File: src/sv/assert_macros.svh
// Assertion macros used by the depth buffer top level.
`ifndef ASSERT_MACROS_SVH
`define ASSERT_MACROS_SVH

// Same-cycle implication, clocked on clk, off during reset.
`define ASSERT_IMPL(lbl, ante, cons, msg) \
	lbl: assert property (@(posedge clk) disable iff (!arst_n) (ante) |-> (cons)) \
		else $error(msg);

// Next-cycle implication, clocked on clk, off during reset.
`define ASSERT_NEXT(lbl, ante, cons, msg) \
	lbl: assert property (@(posedge clk) disable iff (!arst_n) (ante) |=> (cons)) \
		else $error(msg);

`endif

File: src/sv/ppdb_pkg.sv
// Types and constants of the point projection depth buffer.
package ppdb_pkg;

	typedef struct packed {
		logic              op;
		logic signed [31:0] x_coord;
		logic signed [31:0] y_coord;
		logic signed [31:0] z_coord;
		logic [5:0]        read_row;
		logic [8:0]        read_col;
	} pt_word_t;

	typedef struct packed {
		logic [2:0]  status;
		logic [5:0]  pixel_row;
		logic [8:0]  pixel_col;
		logic [15:0] depth_value;
	} res_word_t;

	typedef struct packed {
		logic        start;
		logic        sqrt;
		logic [63:0] a;
		logic [63:0] b;
	} alu_req_t;

	typedef struct packed {
		logic        done;
		logic [63:0] value;
	} alu_rsp_t;

	localparam logic OP_READ = 1'b1;

	localparam logic [2:0] ST_STORED  = 3'd0;
	localparam logic [2:0] ST_FARTHER = 3'd1;
	localparam logic [2:0] ST_OUTSIDE = 3'd2;
	localparam logic [2:0] ST_BEHIND  = 3'd3;
	localparam logic [2:0] ST_READ    = 3'd4;

	localparam logic [2:0] CFG_FOCAL_X  = 3'd0;
	localparam logic [2:0] CFG_FOCAL_Y  = 3'd1;
	localparam logic [2:0] CFG_CENTER_X = 3'd2;
	localparam logic [2:0] CFG_CENTER_Y = 3'd3;
	localparam logic [2:0] CFG_MAX_DEP  = 3'd4;
	localparam logic [2:0] CFG_SENS_W   = 3'd5;
	localparam logic [2:0] CFG_SENS_H   = 3'd6;
	localparam logic [2:0] CFG_ROW_OFS  = 3'd7;

	localparam logic [31:0] RST_FOCAL_X  = 32'd243740180;
	localparam logic [31:0] RST_FOCAL_Y  = 32'd243782779;
	localparam logic [31:0] RST_CENTER_X = 32'd125544694;
	localparam logic [31:0] RST_CENTER_Y = 32'd70305055;
	localparam logic [31:0] RST_MAX_DEP  = 32'd6553600;
	localparam logic [15:0] RST_SENS_W   = 16'd3840;
	localparam logic [15:0] RST_SENS_H   = 16'd2160;
	localparam logic [9:0]  RST_ROW_OFS  = 10'd30;

	localparam logic [63:0] PROJ_LIMIT = 64'h0000_0100_0000_0000;
	localparam logic [63:0] SQRT_BIT0  = 64'h4000_0000_0000_0000;
	localparam logic [5:0]  DIV_LAST   = 6'd63;
	localparam logic [5:0]  SQRT_LAST  = 6'd31;
	localparam logic [15:0] DEPTH_MAX  = 16'hFFFF;

endpackage

File: src/sv/ppdb_alu.sv
// Shared iterative unit: restoring divide (64 steps) and integer square root (32 steps).
module ppdb_alu import ppdb_pkg::*; (
	input  logic     clk,
	input  logic     arst_n,
	input  alu_req_t req,
	output alu_rsp_t rsp
);

	logic        busy_q, done_q, sqrt_q;
	logic [5:0]  cnt_q;
	logic [63:0] a_q, b_q, r_q, q_q;
	logic [63:0] shl, op1, op2;
	logic [64:0] diff;
	logic        ge;

	// one subtractor serves both modes
	always_comb begin
		shl  = {r_q[62:0], a_q[63]};
		op1  = sqrt_q ? a_q : shl;
		op2  = sqrt_q ? (r_q + b_q) : b_q;
		diff = {1'b0, op1} - {1'b0, op2};
		ge   = !diff[64];
	end

	always_ff @(posedge clk or negedge arst_n) begin
		if (!arst_n) begin
			busy_q <= 1'b0;
			done_q <= 1'b0;
			sqrt_q <= 1'b0;
			cnt_q  <= '0;
		end else begin
			done_q <= 1'b0;
			if (req.start) begin
				busy_q <= 1'b1;
				sqrt_q <= req.sqrt;
				cnt_q  <= req.sqrt ? SQRT_LAST : DIV_LAST;
			end else if (busy_q) begin
				cnt_q <= cnt_q - 6'd1;
				if (cnt_q == 6'd0) begin
					busy_q <= 1'b0;
					done_q <= 1'b1;
				end
			end
		end
	end

	always_ff @(posedge clk) begin
		if (req.start) begin
			a_q <= req.a;
			b_q <= req.sqrt ? SQRT_BIT0 : req.b;
			r_q <= '0;
			q_q <= '0;
		end else if (busy_q) begin
			if (sqrt_q) begin
				if (ge) begin
					a_q <= diff[63:0];
				end
				r_q <= ge ? ((r_q >> 1) + b_q) : (r_q >> 1);
				b_q <= b_q >> 2;
			end else begin
				a_q <= {a_q[62:0], 1'b0};
				r_q <= ge ? diff[63:0] : shl;
				q_q <= {q_q[62:0], ge};
			end
		end
	end

	assign rsp.done  = done_q;
	assign rsp.value = sqrt_q ? r_q : q_q;

endmodule

File: config.mk
export PLATFORM = sky130hd
export DESIGN_NAME = ppdb_alu
export DESIGN_NICKNAME = d
export VERILOG_FILES = /design/src/sv/assert_macros.svh /design/src/sv/ppdb_pkg.sv /design/src/sv/ppdb_alu.sv
export SDC_FILE = /design/constraint.sdc
export NUM_CORES = 1
export LEC_CHECK = 0
export BUFFER_PORTS_ARGS = -buffer_cell sky130_fd_sc_hd__buf_2
export CAP_MARGIN = 20
export CORE_UTILIZATION = 50
export DETAILED_ROUTE_END_ITERATION = 16
export PLACE_DENSITY_LB_ADDON = 0.25
export SLEW_MARGIN = 20
export SYNTH_ARGS = -nofsm -noshare
export SYNTH_HDL_FRONTEND = slang
export SYNTH_SLANG_ARGS = --single-unit
File: constraint.sdc
create_clock -name clk -period 7.1 [get_ports clk]
set_clock_uncertainty 0.1 [all_clocks]
set_input_delay 0.355 -clock clk [delete_from_list [all_inputs] [get_ports clk]]
set_output_delay 0.355 -clock clk [all_outputs]
set_load 0.1 [all_outputs]
Word level (Yosys, flattened, before mapping)
Cells that the tools add are included.
- register bits: 265
- input port bits: 132
- word-level logic and storage cells: 44
- add/sub/neg operators: 4
- eq/ne operators: 1
- multiplexer cells: 23
- bitwise gates (word level): 1
- reductions and logical operators: 7
- operators by type and width (cell ; count):
    64-bit 2-to-1 mux ; 14
    64-bit by 64-bit subtractor with 65-bit output ; 1
    63-bit by 64-bit adder with 64-bit output ; 1
    64-bit adder ; 1
    6-bit 2-to-1 mux ; 3
    6-bit logical NOT ; 1
    1-bit 2-to-1 mux ; 6
    2-bit AND reduction ; 3
    6-bit by 1-bit subtractor with 6-bit output, second input constant ; 1
    2-bit nonzero test ; 2
    3-bit != test, second input constant ; 1
    1-bit logical NOT ; 1
    1-bit inverter ; 1

Depth between registers and ports, before layout
Gate-level depths: netlist of run 1.
- depth in word-level cells: 7
- depth in mapped cells: 29
- gate-level depth less buffers: 26

Worst setup path before layout of run 1
OpenSTA, ideal clock, no wires.
- kind: register to register
- start point: register r_q[0]
- end point: register a_q[0] (enable)
- setup time: 0.424 ns
- arrival: 6.357 ns
- data required time: 6.576 ns
- setup slack: 0.220 ns
- stages on the path, launching flop included: 26
- path buffers: 3
- clock period less this slack: 6.880 ns
- cell sequence: dfxtp_1 -> ha_1 -> inv_1 -> fa_1 -> nor2b_1 -> o21ai_0 -> a21oi_1 -> nor2_1 -> o31ai_1 -> a31oi_1 -> o22ai_1 -> o211ai_1 -> a21oi_1 -> mux2_1 -> a211oi_1 -> ha_1 -> clkbuf_1 -> nand4_1 -> nor3_1 -> nand3_1 -> or2_2 -> o211ai_2 -> buf_6 -> buf_2 -> o21ai_0 -> nand2_1
- longest elaborated chain between the ends: 5
- RTL lines (what ; RTL line ; RTL):
    start: declaration ; ppdb_alu.sv:11 ; logic [63:0] a_q, b_q, r_q, q_q;
    start signal: assignment ; ppdb_alu.sv:58 ; r_q <= ge ? ((r_q >> 1) + b_q) : (r_q >> 1);
    start signal: assignment ; ppdb_alu.sv:62 ; r_q <= ge ? diff[63:0] : shl;
    64-bit adder ; ppdb_alu.sv:20 ; op2 = sqrt_q ? (r_q + b_q) : b_q;
    64-bit 2-to-1 mux ; ppdb_alu.sv:20 ;
    64-bit by 64-bit subtractor with 65-bit output (*) ; ppdb_alu.sv:21 ; diff = {1'b0, op1} - {1'b0, op2};
    3-bit != test (no source line) (*) ; - ;
    2-bit AND reduction (no source line) (*) ; - ;
    end signal: assignment ; ppdb_alu.sv:49 ; a_q <= req.a;
    end signal: assignment ; ppdb_alu.sv:56 ; a_q <= diff[63:0];
    end signal: assignment ; ppdb_alu.sv:61 ; a_q <= {a_q[62:0], 1'b0};
    end: declaration ; ppdb_alu.sv:11 ;
Mark *: on every way between the ends. The rest lies on a longest branch, timed or not.
A chain may end at the register's enable or synchronous reset.

Final worst setup path of run 1
- start point: register r_q[0]
- end point: register r_q[63]
- longest elaborated chain between the ends: 5
- RTL lines (what ; RTL line ; RTL):
    64-bit adder ; ppdb_alu.sv:20 ;
    64-bit 2-to-1 mux ; ppdb_alu.sv:20 ;
    64-bit by 64-bit subtractor with 65-bit output (*) ; ppdb_alu.sv:21 ;
    64-bit 2-to-1 mux, on equally long branches ; ppdb_alu.sv:62, ppdb_alu.sv:58 ;
    64-bit 2-to-1 mux (*) ; ppdb_alu.sv:54 ; if (sqrt_q) begin
Marked as above.

==> reports/qor.csv, run 1 <==
stage,metric,value,unit
grt,M2 GR Usage,55.9,%
critical_path,most frequent CP cell,a21oi_1,
sta,Worst slew margin,12.9,%
clock_tree,H-tree levels,1,
power,Leak,0.0128,µW
synthesis,Synth area leader,edfxtp_1,
finish,Area Growth Syn to Fin,15.1,%
floorplan,Initial Utilization,50.8,%
synthesis,main combinational cell family by area after synthesis,compound AO/OA/AOI/OAI gates,
drt,Residual DRC,0,
worst_hold_path,Hold Path Class,in -> reg,
synthesis,Synth Area in Compound Gates,26.2,%
floorplan,Die Span Y,228,µm
critical_path,WP data required,7.50,ns
synthesis,Post-Syn Area,0.0255,mm²
finish,layout cells sized above 1,14.9,%
synthesis,"Top FF cell, synth",edfxtp_1,
synthesis,adder-cell share of the synthesized area,9.65,%
critical_path,CP Capture Type,flop,
clock_tree,postcts setup bufs,0,
grt,GRT Max-Usage Layer,met2,
critical_path,critical path type,reg -> reg,
drt,DR vias,25400,
drt,wire per inst,23.1,µm
sta,Tmin final,6.70,ns
drt,Detail Route Antenna Nets,0,
sta,Worst-Margin Slew,1.29,ns
synthesis,Yosys cell types,98,
synthesis,Simple-Gate Fraction of Synth Area,15.8,%
synthesis,Ys Warns,0,
floorplan,DIE WIDTH,228,µm
drt,WL final,92200,µm
sta,Setup TNS,0,ns
clock_tree,clock tree sinks,265,
finish,Layout Nets,3626,
grt,Total GRT Usage,34.3,%
sta,RSZ-0062 raised after global routing,false,
grt,initial antenna violation count,0,
synthesis,Synth Instances,3092,
placement,number of port buffers,196,
drt,drt first pass iters,6,
clock_tree,root buffer cell,clkbuf_16,
clock_tree,Clock transition at path regs,0.06,ns
synthesis,multiplexer share of the synthesized area,12.4,%
grt,grt total ovfl,0,
clock_tree,cts bufs inserted,31,
grt,vias in the first global route,24200,
sta,max-slew violations,0,
sta,endpoints failing setup,0,
synthesis,Synth top area share,15.1,%
critical_path,CP max-delay cell,dfxtp_1,
synthesis,Post-synth EDFFs,128,
floorplan,Placeable Area,0.0503,mm²
finish,# diodes,0,
synthesis,register area share after synthesis,26.0,%
synthesis,Synth Net Count,3419,
sta,Max Fclk,149,MHz
power,Peak VDD IR,225,µV
sta,fin crit share,94.4,%
critical_path,CP Max Fanout,6,
synthesis,xor and xnor area share after synthesis,5.59,%
grt,met1 usage,46.9,%
power,Pwr per Cell Area,415,mW/mm²
drt,Via density,6.37,
synthesis,most frequent cells after synthesis,"nand2_1 (430), a21oi_1 (332), o21ai_0 (196)",
synthesis,most frequent cell after synthesis,nand2_1,
placement,final HPWL from detailed placement,68500,µm
placement,placed instance count,3818,
floorplan,Die Area,0.0519,mm²
finish,Post-Layout Cell Count,3995,
synthesis,Yosys reg bits,265,
clock_tree,clk buf depth,3,
grt,largest net degree at the start of global routing,157,
synthesis,ranking of synthesized cells by area,"edfxtp_1 (15%), dfxtp_1 (10%), ha_1 (9.4%)",
grt,first-pass GRT wire length,141000,µm
drt,first-iteration detailed-routing DRC count,2567,
flow_run,max cap viols,0,
critical_path,crit path DAT,7.10,ns
status,status,completed,
critical_path,Worst setup SP type,flop,
floorplan,row count,82,
floorplan,# IOs,197,
clock_tree,CTS tree,done,
clock_tree,clk_lat worst skew,0.62,ns
sta,Final Hold Fails,0,
grt,met3 GRT Util,3.84,%
synthesis,"Async S/R FF share, synth",3.40,%
synthesis,Avg Inst Size Synth,8.25,µm²
placement,Placer Congestion,0.989,
critical_path,CP peak stage delay,0.39,ns
-- power by group --
part           internal, µW  switching (µW)  leakage, µW
Combinational          3140            4970      0.00979
Sequential             2030             426      0.00249
Clock                   934             688     0.000489
-- stage by stage --
step                hold slack, ns  worst slack [ns]  utilization (%)  instance area [µm²]  total power (µW)
floorplan                  -0.0406             0.220                -                25500              8010
global placement             0.111             0.130             54.0                27100             10200
detailed placement           0.115             0.269             54.0                27100             10300
CTS                        0.00127             0.174             58.3                29300             12000
global route                0.0229           0.00297             58.4                29400             12900
finish                     0.00807             0.396             58.4                29400             12200
-- registers in the layout, summed over array words and instances, names as in the netlist --
register and count:
sqrt_q 1, a_q 64, r_q 64, cnt_q 6, done_q 1, busy_q 1, q_q 64, b_q 64
-- critical path, delay by kind of cell (launching register included) --
family	cells	cell delay (ns)
mux	2	0.21
buf+inv	4	0.60
flops	1	0.39
simple gates	2	0.32
xor+xnor	1	0.23
fa+ha+maj	3	0.99
compound gates	16	3.76
-- final timing paths --
path	startpoint	end	slack, ns	cells past startpoint
max reg2reg	r_q[0]	r_q[63]	0.40	28
min in group asynchronous	arst_n	cnt_q[1]	0.04	2
max in group asynchronous	arst_n	sqrt_q	6.65	2
min reg2reg	q_q[63]	q_q[63]	0.36	2
min	req[109]	a_q[45]	0.008	3
max	r_q[0]	r_q[63]	0.40	28
-- routing by layer --
metal	up-vias	share of wire [%]
met5	-	0
met4	0	3.8
met3	193	6.9
met2	1131	46
met1	12200	44
li1	11900	-
-- layout make-up --
cell class,count,area [µm²]
clock buffers,49,903
clock inverters,8,88.8
fillers,4612,20900
inverters,92,347
multi-input cells,2541,17900
flip-flops and latches,265,6640
well taps,672,841
repair buffers,368,2680
-- logic make-up after synthesis --
logic type | Yosys count
AO/OA/AOI/OAI | 1033
AND/OR/NAND/NOR | 896
buffers and inverters | 286
flip-flops | 265
multiplexers | 254
adder cells (fa/ha/maj) | 195
XOR/XNOR | 163
-- layout by cell type, fill, tap and decap left out, drive strengths merged, types with 25 or more instances in the layout --
| cell | count |
|---|---|
| o21ai | 207 |
| nor2 | 174 |
| a211oi | 25 |
| nand4 | 56 |
| ha | 192 |
| dlygate4sd3 | 120 |
| nor3 | 44 |
| mux4 | 38 |
| a21oi | 337 |
| a21o | 115 |
| xor2 | 55 |
| o21bai | 50 |
| a31oi | 36 |
| buf | 248 |
| a22o | 84 |
| dfxtp | 128 |
| mux2i | 105 |
| o21a | 25 |
| clkbuf | 49 |
| inv | 91 |
| nand2 | 430 |
| edfxtp | 128 |
| nand3 | 49 |
| mux2 | 111 |
| xnor2 | 108 |
-- timing repair --
item                                   CTS  global route
hold buffers                           120             0
setup endpoints to repair                0           128
endpoints found under the hold margin  128             0
gates resized for setup                  0            13
Note: power is estimated with default switching activity, not from simulation.
==> inputs of run 2 (changes only) <==
--- a/config.mk
+++ b/config.mk
@@ -8,6 +8,7 @@
 export BUFFER_PORTS_ARGS = -buffer_cell sky130_fd_sc_hd__buf_2
 export CAP_MARGIN = 20
 export CORE_UTILIZATION = 50
+export CTS_BUF_LIST = sky130_fd_sc_hd__clkbuf_8
 export DETAILED_ROUTE_END_ITERATION = 16
 export PLACE_DENSITY_LB_ADDON = 0.25
 export SLEW_MARGIN = 20
==> run 2 against run 1 <==
Effect of this change:
- sequential cell count did not move
- total power rose by 0.14%
- register-to-register slack got worse by 0.08 ns
- sequential share of layout area fell by 0.13 points
==> reports/qor.csv, run 2 (synthesized netlist as in run 1, its figures left out) <==
stage,metric,value,unit,change
critical_path,Worst setup SP type,flop,,unchanged
finish,# diodes,0,,unchanged
critical_path,Register-to-Register Path Depth,28,,unchanged
power,Seq pwr share,20.2,%,about the same
clock_tree,clock tree sinks,265,,unchanged
sta,max-slew violations,0,,unchanged
floorplan,Placeable Area,0.0503,mm²,unchanged
power,Comb pwr share,66.5,%,about the same
clock_tree,H-tree levels,2,,was 1
drt,routed length on met3,6670,µm,was 6360 µm
sta,Worst-Margin Slew,1.13,ns,was 1.29 ns
sta,Max Fclk,147,MHz,was 149 MHz
sta,fin crit share,95.6,%,was 94.4%
critical_path,critical path type,reg -> reg,,unchanged
drt,drt first pass iters,6,,unchanged
floorplan,Die Area,0.0519,mm²,unchanged
drt,DR vias,25700,,was 25400
floorplan,row count,82,,unchanged
floorplan,Die Span Y,228,µm,unchanged
power,cell internal pwr,6060,µW,was 6110 µW
critical_path,most frequent CP cell,a21oi_1,,unchanged
worst_hold_path,worst hold stages,2,,was 3
floorplan,Initial Utilization,50.8,%,unchanged
sta,Setup TNS,0,ns,unchanged
power,switching share of power,50.4,%,was 49.9%
drt,Residual DRC,0,,unchanged
critical_path,crit path DAT,7.19,ns,was 7.10 ns
sta,endpoints failing setup,0,,unchanged
grt,grt total ovfl,0,,unchanged
floorplan,DIE WIDTH,228,µm,unchanged
grt,first-pass GRT wire length,143000,µm,was 141000 µm
grt,initial antenna violation count,1,,was 0
critical_path,CP peak stage delay,0.41,ns,was 0.39 ns
critical_path,Levels on crit path,28,,unchanged
drt,Via density,6.36,,was 6.37
finish,Layout Nets,3657,,was 3626
clock_tree,Clock transition at path regs,0.06,ns,about the same
finish,final core occ,58.8,%,was 58.4%
drt,met1 WL,40800,µm,was 40300 µm
critical_path,CP max-delay cell,a211oi_1,,was dfxtp_1
clock_tree,CTS tree,done,,unchanged
placement,placed instance count,3818,,unchanged
sta,Worst slew margin,23.7,%,was 12.9%
critical_path,WP data required,7.51,ns,was 7.50 ns
clock_tree,root buffer cell,clkbuf_8,,was clkbuf_16
grt,vias in the first global route,24500,,was 24200
clock_tree,cts bufs inserted,50,,was 31
power,Leak,0.0129,µW,was 0.0128 µW
critical_path,"delay-heaviest family, CP",compound AO/OA/AOI/OAI gates,,unchanged
sta,final worst slack,0.314,ns,was 0.396 ns
status,status,completed,,unchanged
critical_path,worst path buffer plus inverter count,4,,unchanged
power,Pwr per Cell Area,413,mW/mm²,was 415 mW/mm²
worst_hold_path,Hold Path Class,in -> reg,,unchanged
sta,Final Hold Fails,0,,unchanged
power,switching pwr,6160,µW,was 6080 µW
drt,wire per inst,23.1,µm,about the same
critical_path,CP Max Fanout,6,,unchanged
power,PnR Total Power,12200,µW,about the same
finish,most common library cell in the layout ignoring fill and taps,nand2_1,,unchanged
drt,first-iteration detailed-routing DRC count,2367,,was 2567
drt,WL final,93400,µm,was 92200 µm
power,Peak VDD IR,226,µV,was 225 µV
clock_tree,postcts setup bufs,0,,unchanged
finish,most frequent cells in the layout,"nand2_1 (427), a21oi_1 (332), buf_2 (195)",,"was nand2_1 (427), a21oi_1 (332), o21ai_0 (195), buf_2 (195), ha_1 (190)"
critical_path,CP Capture Type,flop,,unchanged
placement,final HPWL from detailed placement,68500,µm,unchanged
grt,largest net degree at the start of global routing,157,,unchanged
placement,number of port buffers,196,,unchanged
placement,Placer Congestion,0.989,,unchanged
floorplan,# IOs,197,,unchanged
sta,Tmin final,6.79,ns,was 6.70 ns
clock_tree,clk buf depth,3,,unchanged
drt,met2 routed WL,42500,µm,was 42100 µm
finish,Area Growth Syn to Fin,15.8,%,was 15.1%
clock_tree,clk_lat worst skew,0.67,ns,was 0.62 ns
grt,Total GRT Usage,34.8,%,was 34.3%
sta,RSZ-0062 raised after global routing,true,,was false
finish,layout cells sized above 1,15.3,%,was 14.9%
finish,Post-Layout Cell Count,4044,,was 3995
drt,DR top layer,met4,,unchanged
drt,Detail Route Antenna Nets,0,,unchanged
flow_run,max cap viols,0,,unchanged
power,Clock power frac,13.3,%,about the same
placement,"worst slack, placed",0.269,ns,unchanged
==> run 2: cell types whose count changed in the layout (fill, tap and decap cells not counted), moves of 3 or more <==
cell,change
clkbuf_8,+54
clkbuf_16,-31
inv_1,+23
clkbuf_1,-12
dlygate4sd3_1,+12
clkinv_1,+3
clkinv_2,-3
==> run 2: final timing paths <==
path,from,to,slack (ns)
min in group asynchronous,arst_n,cnt_q[1],0.60
max reg2reg,r_q[0],r_q[63],0.31
min reg2reg,q_q[63],q_q[63],0.36
max in group asynchronous,arst_n,sqrt_q,5.98
max,r_q[0],r_q[63],0.31
min,req[129],r_q[61],0.16
==> run 2: layout make-up <==
class | instances | area (µm²)
fillers | 4623 | 20700
multi-input cells | 2541 | 17900
flip-flops and latches | 265 | 6640
repair buffers | 380 | 2800
well taps | 672 | 841
clock buffers | 60 | 826
inverters | 92 | 347
clock inverters | 34 | 220
==> run 2: power by group through the flow <==
stage | Sequential [µW] | Clock (µW) | Combinational (µW)
3_5_place_dp | 2470 | 0 | 7840
3_3_place_gp | 2470 | 0 | 7770
2_1_floorplan | 2280 | 0 | 5730
5_1_grt | 2490 | 1710 | 8730
4_1_cts | 2450 | 1650 | 7950
6_report | 2460 | 1630 | 8120
==> run 2: stage by stage <==
stage               instance area [µm²]  hold WS, ns
floorplan                         25500      -0.0406
global placement                  27100        0.111
detailed placement                27100        0.115
CTS                               29500        0.108
global route                      29600        0.166
finish                            29600        0.164
==> run 2: repair_timing <==
action / CTS / global route
gates resized for setup: 0 / 12
setup endpoints to repair: 0 / 126
hold endpoints to repair: 139 / 0
hold buffers: 132 / 0
==> run 2: routing by layer <==
layer	vias up	global-route usage, %
li1	12000	-
met1	12300	47.0
met2	1179	56.5
met3	214	4.78
met4	0	12.7
met5	-	0
